[config.mk]
export PLATFORM = sky130hd
export DESIGN_NAME = double_ended_queue_unit
export DESIGN_NICKNAME = d
export VERILOG_FILES = /design/src/sv/deu_pkg.sv /design/src/sv/double_ended_queue_unit.sv /design/src/sv/deu_ctrl.sv /design/src/sv/deu_dpath.sv
export VERILOG_INCLUDE_DIRS = /design/src /design/src/sv
export SDC_FILE = /design/constraint.sdc
export NUM_CORES = 1
export LEC_CHECK = 0
export ABC_AREA = 1
export BUFFER_PORTS_ARGS = -buffer_cell sky130_fd_sc_hd__buf_4
export CORE_ASPECT_RATIO = 0.9
export CORE_MARGIN = 2
export CORE_UTILIZATION = 45
export DETAILED_ROUTE_END_ITERATION = 8
export PLACE_DENSITY = 0.68
export SLEW_MARGIN = 10
export SYNTH_ARGS = -nofsm -noshare
export SYNTH_HDL_FRONTEND = slang
export SYNTH_SLANG_ARGS = --single-unit
[constraint.sdc]
create_clock -name clk -period 10.1 [get_ports clk]
set_clock_uncertainty 0.15 [all_clocks]
set_input_delay 0 -clock clk [delete_from_list [all_inputs] [get_ports clk]]
set_output_delay 0 -clock clk [all_outputs]
set_load 0.01 [all_outputs]
[src/sv/double_ended_queue_unit_assert.svh]
// ----------------------------------------------------------------------------
// Assertion macros for the double-ended queue unit
// Immediate-condition and next-cycle checks, removable with ASSERT_OFF.
// ----------------------------------------------------------------------------
`ifndef DOUBLE_ENDED_QUEUE_UNIT_ASSERT_SVH
`define DOUBLE_ENDED_QUEUE_UNIT_ASSERT_SVH

`ifndef ASSERT_OFF
// Condition holds at every clock edge outside reset.
`define DEU_ASSERT(lbl, clk, rstn, cond) \
    lbl: assert property (@(posedge clk) disable iff (!rstn) (cond)) \
        else $error("deque assertion failed");
// Consequence holds in the cycle after the antecedent.
`define DEU_ASSERT_NEXT(lbl, clk, rstn, ante, cons) \
    lbl: assert property (@(posedge clk) disable iff (!rstn) (ante) |=> (cons)) \
        else $error("deque assertion failed");
`else
`define DEU_ASSERT(lbl, clk, rstn, cond)
`define DEU_ASSERT_NEXT(lbl, clk, rstn, ante, cons)
`endif

`endif

[src/sv/deu_pkg.sv]
// ----------------------------------------------------------------------------
// deu_pkg
// Shared constants, operation and status codes, and control structs.
// ----------------------------------------------------------------------------
package deu_pkg;

    localparam int DEFAULT_QUEUE_DEPTH = 16;
    localparam int OP_W     = 3;
    localparam int DATA_W   = 32;
    localparam int STATUS_W = 2;

    localparam logic [OP_W-1:0] OP_PUSH_FRONT = 3'd0;
    localparam logic [OP_W-1:0] OP_PUSH_BACK  = 3'd1;
    localparam logic [OP_W-1:0] OP_POP_FRONT  = 3'd2;
    localparam logic [OP_W-1:0] OP_POP_BACK   = 3'd3;
    localparam logic [OP_W-1:0] OP_DUMP_FWD   = 3'd4;
    localparam logic [OP_W-1:0] OP_DUMP_BWD   = 3'd5;

    localparam logic [STATUS_W-1:0] STAT_OK    = 2'd0;
    localparam logic [STATUS_W-1:0] STAT_EMPTY = 2'd1;
    localparam logic [STATUS_W-1:0] STAT_FULL  = 2'd2;

    // Controller to datapath commands
    typedef struct packed {
        logic exec;   // input transfer: run the operation
        logic rd;     // read the store at the dump pointer
        logic emit;   // load the read value into the output register
    } ctrl_cmd_t;

    // Datapath to controller status
    typedef struct packed {
        logic empty;      // queue holds no value
        logic last_elem;  // one dump element left
        logic out_free;   // output register can take a result this cycle
    } dp_status_t;

endpackage

[src/sv/double_ended_queue_unit.sv]
// ----------------------------------------------------------------------------
// double_ended_queue_unit
// Bounded double-ended queue of signed 32-bit values on stream channels.
// ----------------------------------------------------------------------------
//  Channel   Direction  tdata                 tuser                tlast
//  s_axis    in         value_in [31:0]       operation [2:0]      -
//  m_axis    out        value_out [31:0]      status [1:0]         final_result
//
//  Push, pop and unknown operations give one registered result each.
//  A dump is taken on its input transfer; then each stored value is first
//  read from the ring store through its registered read port and then loaded
//  into the output register. A dump of an empty queue gives one result.
//  Reset empties the queue at once; the store itself is not cleared.
//  A stalled output holds its result and blocks further transfers and dump emits.
// ----------------------------------------------------------------------------
module double_ended_queue_unit
#(
    parameter int QUEUE_DEPTH = deu_pkg::DEFAULT_QUEUE_DEPTH
)
(
    input  logic                              clk,
    input  logic                              rst_n,
    // input operations
    input  logic                              s_axis_tvalid,
    output logic                              s_axis_tready,
    input  logic signed [deu_pkg::DATA_W-1:0] s_axis_tdata,   // [31:0] value_in
    input  logic [deu_pkg::OP_W-1:0]          s_axis_tuser,   // [2:0] operation
    // results
    output logic                              m_axis_tvalid,
    input  logic                              m_axis_tready,
    output logic signed [deu_pkg::DATA_W-1:0] m_axis_tdata,   // [31:0] value_out
    output logic [deu_pkg::STATUS_W-1:0]      m_axis_tuser,   // [1:0] status
    output logic                              m_axis_tlast    // final_result
);

    deu_pkg::ctrl_cmd_t  cmd;
    deu_pkg::dp_status_t dp_status;

    // Sequencer: decides when to take a transfer and steps each dump element
    deu_ctrl u_ctrl
    (
        .clk       (clk),
        .rst_n     (rst_n),
        .in_valid  (s_axis_tvalid),
        .operation (s_axis_tuser),
        .dp_status (dp_status),
        .in_ready  (s_axis_tready),
        .cmd       (cmd)
    );

    // Datapath: ring store, indices and the output register that parts
    // the two channels
    deu_dpath #(
        .QUEUE_DEPTH (QUEUE_DEPTH)
    ) u_dpath
    (
        .clk        (clk),
        .rst_n      (rst_n),
        .cmd        (cmd),
        .operation  (s_axis_tuser),
        .value_in   (s_axis_tdata),
        .out_ready  (m_axis_tready),
        .dp_status  (dp_status),
        .out_valid  (m_axis_tvalid),
        .out_status (m_axis_tuser),
        .out_value  (m_axis_tdata),
        .out_last   (m_axis_tlast)
    );

endmodule

[src/sv/deu_ctrl.sv]
// ----------------------------------------------------------------------------
// deu_ctrl
// Sequencer: accepts operations and steps dumps one element at a time.
// ----------------------------------------------------------------------------
module deu_ctrl
(
    input  logic                       clk,
    input  logic                       rst_n,
    input  logic                       in_valid,
    input  logic [deu_pkg::OP_W-1:0]   operation,
    input  deu_pkg::dp_status_t        dp_status,
    output logic                       in_ready,
    output deu_pkg::ctrl_cmd_t         cmd
);

    localparam logic [1:0] ST_IDLE = 2'd0;
    localparam logic [1:0] ST_READ = 2'd1;
    localparam logic [1:0] ST_EMIT = 2'd2;

    logic [1:0] state_reg;
    logic [1:0] state_next;
    logic       is_dump;

    always_comb
    begin
        is_dump    = operation inside {deu_pkg::OP_DUMP_FWD, deu_pkg::OP_DUMP_BWD};
        state_next = state_reg;
        in_ready   = 1'b0;
        cmd        = '0;
        case (state_reg)
            ST_IDLE:
            begin
                in_ready = dp_status.out_free;
                if (in_valid && dp_status.out_free)
                begin
                    cmd.exec = 1'b1;
                    if (is_dump && !dp_status.empty)
                    begin
                        state_next = ST_READ;
                    end
                end
            end
            ST_READ:
            begin
                cmd.rd     = 1'b1;
                state_next = ST_EMIT;
            end
            ST_EMIT:
            begin
                if (dp_status.out_free)
                begin
                    cmd.emit   = 1'b1;
                    state_next = dp_status.last_elem ? ST_IDLE : ST_READ;
                end
            end
            default:
            begin
                state_next = ST_IDLE;
            end
        endcase
    end

    always_ff @(posedge clk or negedge rst_n)
    begin
        if (!rst_n)
        begin
            state_reg <= ST_IDLE;
        end
        else
        begin
            state_reg <= state_next;
        end
    end

endmodule

[src/sv/deu_dpath.sv]
// ----------------------------------------------------------------------------
// deu_dpath
// Ring store, front index, entry count, dump pointer and output register.
// ----------------------------------------------------------------------------
`include "double_ended_queue_unit_assert.svh"

module deu_dpath
#(
    parameter int QUEUE_DEPTH = deu_pkg::DEFAULT_QUEUE_DEPTH
)
(
    input  logic                          clk,
    input  logic                          rst_n,
    input  deu_pkg::ctrl_cmd_t            cmd,
    input  logic [deu_pkg::OP_W-1:0]      operation,
    input  logic signed [deu_pkg::DATA_W-1:0] value_in,
    input  logic                          out_ready,
    output deu_pkg::dp_status_t           dp_status,
    output logic                          out_valid,
    output logic [deu_pkg::STATUS_W-1:0]  out_status,
    output logic signed [deu_pkg::DATA_W-1:0] out_value,
    output logic                          out_last
);

    localparam int IDX_W = $clog2(QUEUE_DEPTH);
    localparam int CNT_W = $clog2(QUEUE_DEPTH + 1);
    localparam int SUM_W = IDX_W + 1;
    localparam logic [IDX_W-1:0] LAST_IDX  = IDX_W'(QUEUE_DEPTH - 1);
    localparam logic [SUM_W-1:0] DEPTH_SUM = SUM_W'(QUEUE_DEPTH);
    localparam logic [CNT_W-1:0] DEPTH_CNT = CNT_W'(QUEUE_DEPTH);

    logic signed [deu_pkg::DATA_W-1:0] mem [QUEUE_DEPTH];
    logic signed [deu_pkg::DATA_W-1:0] rd_data_reg;

    logic [IDX_W-1:0] front_reg, front_next;
    logic [CNT_W-1:0] count_reg, count_next;
    logic [IDX_W-1:0] dptr_reg, dptr_next;
    logic [CNT_W-1:0] remain_reg, remain_next;
    logic             dir_back_reg, dir_back_next;
    logic             out_valid_reg, out_valid_next;
    logic [deu_pkg::STATUS_W-1:0] out_status_reg, out_status_next;
    logic signed [deu_pkg::DATA_W-1:0] out_value_reg, out_value_next;
    logic             out_last_reg, out_last_next;

    logic             empty, full, out_free, is_push;
    logic [SUM_W-1:0] tail_sum, last_sum;
    logic [IDX_W-1:0] tail_slot, last_slot, front_dec, front_inc;
    logic [IDX_W-1:0] dptr_inc, dptr_dec;
    logic             wr_en;
    logic [IDX_W-1:0] wr_addr;
    logic             load_out;

    always_comb
    begin
        empty     = (count_reg == '0);
        full      = (count_reg >= DEPTH_CNT);
        out_free  = !out_valid_reg || out_ready;
        is_push   = (operation == deu_pkg::OP_PUSH_FRONT) ||
                    (operation == deu_pkg::OP_PUSH_BACK);
        tail_sum  = SUM_W'(front_reg) + SUM_W'(count_reg);
        last_sum  = tail_sum - 1'b1;
        tail_slot = (tail_sum >= DEPTH_SUM) ? IDX_W'(tail_sum - DEPTH_SUM) : IDX_W'(tail_sum);
        last_slot = (last_sum >= DEPTH_SUM) ? IDX_W'(last_sum - DEPTH_SUM) : IDX_W'(last_sum);
        front_dec = (front_reg == '0) ? LAST_IDX : front_reg - 1'b1;
        front_inc = (front_reg == LAST_IDX) ? '0 : front_reg + 1'b1;
        dptr_inc  = (dptr_reg == LAST_IDX) ? '0 : dptr_reg + 1'b1;
        dptr_dec  = (dptr_reg == '0) ? LAST_IDX : dptr_reg - 1'b1;
    end

    always_comb
    begin
        front_next      = front_reg;
        count_next      = count_reg;
        dptr_next       = dptr_reg;
        remain_next     = remain_reg;
        dir_back_next   = dir_back_reg;
        out_status_next = out_status_reg;
        out_value_next  = out_value_reg;
        out_last_next   = out_last_reg;
        wr_en           = 1'b0;
        wr_addr         = tail_slot;
        load_out        = 1'b0;

        if (cmd.exec)
        begin
            load_out        = 1'b1;
            out_status_next = deu_pkg::STAT_OK;
            out_value_next  = '0;
            out_last_next   = 1'b1;
            case (operation)
                deu_pkg::OP_PUSH_FRONT, deu_pkg::OP_PUSH_BACK:
                begin
                    if (full)
                    begin
                        out_status_next = deu_pkg::STAT_FULL;
                    end
                    else
                    begin
                        wr_en      = 1'b1;
                        count_next = count_reg + 1'b1;
                        if (operation == deu_pkg::OP_PUSH_FRONT)
                        begin
                            wr_addr    = front_dec;
                            front_next = front_dec;
                        end
                    end
                end
                deu_pkg::OP_POP_FRONT, deu_pkg::OP_POP_BACK:
                begin
                    if (empty)
                    begin
                        out_status_next = deu_pkg::STAT_EMPTY;
                    end
                    else
                    begin
                        count_next = count_reg - 1'b1;
                        if (operation == deu_pkg::OP_POP_FRONT)
                        begin
                            front_next = front_inc;
                        end
                    end
                end
                deu_pkg::OP_DUMP_FWD, deu_pkg::OP_DUMP_BWD:
                begin
                    if (empty)
                    begin
                        out_status_next = deu_pkg::STAT_EMPTY;
                    end
                    else
                    begin
                        // no result yet: elements follow one by one
                        load_out      = 1'b0;
                        remain_next   = count_reg;
                        dir_back_next = (operation == deu_pkg::OP_DUMP_BWD);
                        dptr_next     = (operation == deu_pkg::OP_DUMP_BWD) ? last_slot
                                                                            : front_reg;
                    end
                end
                default:
                begin
                    out_status_next = deu_pkg::STAT_OK;
                end
            endcase
        end
        else if (cmd.emit)
        begin
            load_out        = 1'b1;
            out_status_next = deu_pkg::STAT_OK;
            out_value_next  = rd_data_reg;
            out_last_next   = (remain_reg == CNT_W'(1));
            remain_next     = remain_reg - 1'b1;
            dptr_next       = dir_back_reg ? dptr_dec : dptr_inc;
        end

        if (load_out)
        begin
            out_valid_next = 1'b1;
        end
        else if (out_ready)
        begin
            out_valid_next = 1'b0;
        end
        else
        begin
            out_valid_next = out_valid_reg;
        end
    end

    // Ring store: one write port, one registered read port
    always_ff @(posedge clk)
    begin
        if (wr_en)
        begin
            mem[wr_addr] <= value_in;
        end
        if (cmd.rd)
        begin
            rd_data_reg <= mem[dptr_reg];
        end
    end

    always_ff @(posedge clk or negedge rst_n)
    begin
        if (!rst_n)
        begin
            front_reg     <= '0;
            count_reg     <= '0;
            dptr_reg      <= '0;
            remain_reg    <= '0;
            dir_back_reg  <= 1'b0;
            out_valid_reg <= 1'b0;
        end
        else
        begin
            front_reg     <= front_next;
            count_reg     <= count_next;
            dptr_reg      <= dptr_next;
            remain_reg    <= remain_next;
            dir_back_reg  <= dir_back_next;
            out_valid_reg <= out_valid_next;
        end
    end

    always_ff @(posedge clk)
    begin
        out_status_reg <= out_status_next;
        out_value_reg  <= out_value_next;
        out_last_reg   <= out_last_next;
    end

    assign dp_status.empty     = empty;
    assign dp_status.last_elem = (remain_reg == CNT_W'(1));
    assign dp_status.out_free  = out_free;
    assign out_valid  = out_valid_reg;
    assign out_status = out_status_reg;
    assign out_value  = out_value_reg;
    assign out_last   = out_last_reg;

    `DEU_ASSERT(a_count_bound, clk, rst_n, count_reg <= DEPTH_CNT)
    `DEU_ASSERT(a_front_bound, clk, rst_n, front_reg <= LAST_IDX)
    `DEU_ASSERT(a_emit_has_elem, clk, rst_n, !cmd.emit || (remain_reg != '0))
    `DEU_ASSERT_NEXT(a_push_grows, clk, rst_n, cmd.exec && is_push && !full, count_reg == CNT_W'($past(count_reg) + 1'b1))

endmodule

==> impl_metrics.csv <==
group,metric,value,unit
floorplanning,die_w,246,um
cts,post_cts_buffers,0,
setup_path,cp-endpoint,"u_dpath.rd_data_reg[30]",
setup_path,cp-end-kind,"flop",
pwr,ir_drop,0.000235,V
finish,final_nets,1955,
setup_path,critPathSlowestCell,"buf_4",
setup_path,worstRegToRegCells,7,
pwr,p_per_area,281,mW/mm^2
cts,cts.path.max_buffers,3,
synth,synth-edff-count,546,
timing,postLayoutSetupSlackWorst,5.99,ns
placed_design,placedCellCount,2477,
placed_design,place_area,0.0249,sq mm
floorplanning,rows,79,
placed_design,io_buffers,75,
finish,layout_commonest_cell,"edfxtp_1",
synth,yosysSeqAreaShare,0.742,
cts,hold_buffers,47,
setup_path,critPathTopFamily,"buffers and inverters",
setup_path,crit_arrival,4.43,ns
detailed_routing,wl_per_cell,21.5,um
placed_design,hpwlAfterDp,29600,um
finish,syn2layout_area_growth,15.3,%
timing,maxSlewHeadroom,0.160,
finish,final_area,0.0274,sq mm
synth,synth_area,0.0237,sq mm
status,outcome,"complete, no violations",
placed_design,place_congestion,0.776,
setup_path,critical_path.max_stage_delay,0.93,ns
global_routing,grt_pass1_vias,14700,
cts,cts.htree.levels,2,
floorplanning,die_area,0.0546,sq mm
timing,drv_slew,0,
detailed_routing,firstDrtPassIters,7,
flow_run,drv_cap,0,
setup_path,reg2reg_slack,5.99,ns
timing,setup_viol,0,
finish,finish.utilization,0.527,
global_routing,antenna_found_initial,1,
finish,fillers,4248,
cts,ctsResizeCount,0,
cts,insertion_delay,0.61,ns
detailed_routing,drc,0,
setup_path,worst-path-stages,7,
synth,ys.flop_type,"edfxtp_1",
setup_path,worstSetupStartpointType,"flop",
finish,final_cell_mix,"546 x edfxtp_1, 292 x nor2_1, 285 x o21ai_0, 137 x nand2_1, 94 x buf_4",
setup_path,path_max_fanout,106,
setup_path,path_buf_inv,3,
timing,max_freq,0.243,GHz
synth,synth_seq_cells,601,
setup_path,r2r_start,"u_dpath.dptr_reg[0]",
synth,avgSynthCellArea,13.1,sq um
global_routing,grt_usage,0.208,
pwr,p_leak,9.12,nW
finish,seq_area,0.0176,sq mm
detailed_routing,vias,15000,
detailed_routing,drt_wl_total,56800,um
cts,cts_buffers,57,
finish,drive_gt1_frac,0.123,
setup_path,r2r-end,"u_dpath.rd_data_reg[30]",
timing,worst-slew-pin-transition,1.26,ns
timing,period_needed,4.11,ns
cts,cts_tree,"built",
synth,yosys_warnings,0,
worst_hold_path,hp-class,"input port to flop",
setup_path,worstSetupPathType,"flop to flop",
floorplanning,core,0.0519,sq mm
timing,fin_crit_sh,0.407,
global_routing,grt_overflow_total,0,
setup_path,crit_required,10.42,ns
floorplanning,initial_core_util,0.457,
synth,async_flop_share,0.0366,
cts,cts_sinks,601,
timing,setup_tns,0,ns
global_routing,grt_pass1_wl,86900,um
cts,cts_root_buffer,"clkbuf_16",
floorplanning,io_pins,76,
finish,layoutNonFillerInstCount,2635,
synth,syn_nets,1861,
pwr,power,7.68,mW
global_routing,grt_max_degree,108,
finish,largest_register_ffs,512,
timing,holdWs,0.0900,ns
setup_path,cp_cell_sequence,"inv_6 > buf_4 > buf_4 > o21ai_0 > o221ai_1 > nand3_1 > nand3_1",
detailed_routing,postRouteAntennaNets,0,
finish,n_antenna_cell,0,
placed_design,post-place-ws,6.12,ns
detailed_routing,drt-vias-per-instance,5.70,
synth,syn_inst,1806,
timing,rsz0062_at_grt,"no",
floorplanning,die_h,222,um
cts,cts.clk_slew.worst_paths,0.06,ns
timing,hold_violations,0,
setup_path,startpoint,"u_dpath.dptr_reg[0]",
finish,multiInputGateArea,0.00560,sq mm
synth,synth_cell_types,41,
detailed_routing,drtIter0Drc,1618,
==> synth_stat cells (2+ instances only) <==
cell | n | area [sq um]
a21oi_1 | 7 | 35.0
a22o_1 | 32 | 280
a31oi_1 | 2 | 12.5
buf_1 | 4 | 15.0
buf_2 | 44 | 220
buf_4 | 3 | 22.5
buf_6 | 3 | 33.8
clkbuf_1 | 57 | 214
dfrtp_1 | 22 | 551
dfxtp_1 | 33 | 661
edfxtp_1 | 546 | 16400
fa_1 | 2 | 40.0
ha_1 | 14 | 175
inv_1 | 32 | 120
inv_2 | 9 | 33.8
nand2_1 | 137 | 514
nand2_2 | 6 | 37.5
nand2_4 | 2 | 22.5
nand3_1 | 72 | 360
nand4_1 | 2 | 12.5
nor2_1 | 311 | 1170
nor2_2 | 3 | 18.8
nor2_4 | 2 | 22.5
nor2_8 | 2 | 40.0
o211ai_1 | 39 | 293
o21ai_0 | 285 | 1430
o21ai_2 | 4 | 35.0
o221ai_1 | 28 | 245
o22ai_1 | 83 | 519
xnor2_1 | 6 | 52.6
xor2_1 | 4 | 35.0
==> report_power, final <==
part           leakage [nW]  total [mW]  switching, mW  internal, mW
clock network         0.882        2.10          0.918          1.19
logic                  2.78        2.39           1.61         0.778
registers              5.46        3.19          0.201          2.99
total                  9.12        7.68           2.73          4.95
==> cells by family after synthesis <==
kind of cell,synth area share
flops,0.742
simple gates,0.0952
compound gates,0.122
buf+inv,0.0278
fa+ha+maj,0.00907
xor+xnor,0.00369
==> layer usage <==
metal | up-vias | track usage | wire length (um)
li1 | 6888 | - | -
met1 | 7448 | 0.288 | 24600
met2 | 581 | 0.332 | 26700
met3 | 97 | 0.0336 | 3830
met4 | 2 | 0.0739 | 1630
met5 | - | 0 | 13
==> cell type report <==
class                      count  share of cell area
sequential                   601               0.644
multi-input combinational   1053               0.205
clock buffer                  70              0.0546
timing repair buffer         146              0.0473
tap                          688              0.0315
clock inverter                36              0.0124
inverter                      41             0.00581
==> worst min path at each step <==
stage / start / end / depth (start not counted)
floorplan: rst_n / u_ctrl.state_reg[0] / 0
global placement: rst_n / u_dpath.out_valid / 1
detailed placement: rst_n / u_dpath.out_valid / 1
CTS: s_axis_tdata[0] / u_dpath.mem[14][0] / 2
global route: s_axis_tdata[6] / u_dpath.mem[4][6] / 2
finish: s_axis_tdata[0] / u_dpath.mem[2][0] / 2
==> worst reg2reg max path, stage by stage (launching register included) <==
cell and delay, ns:
dfrtp_4 0.75, inv_6 0.61, buf_4 0.75, buf_4 0.97, o21ai_0 0.29, o221ai_1 0.23, nand3_1 0.12, nand3_1 0.11
(Power assumes the default switching activity.)
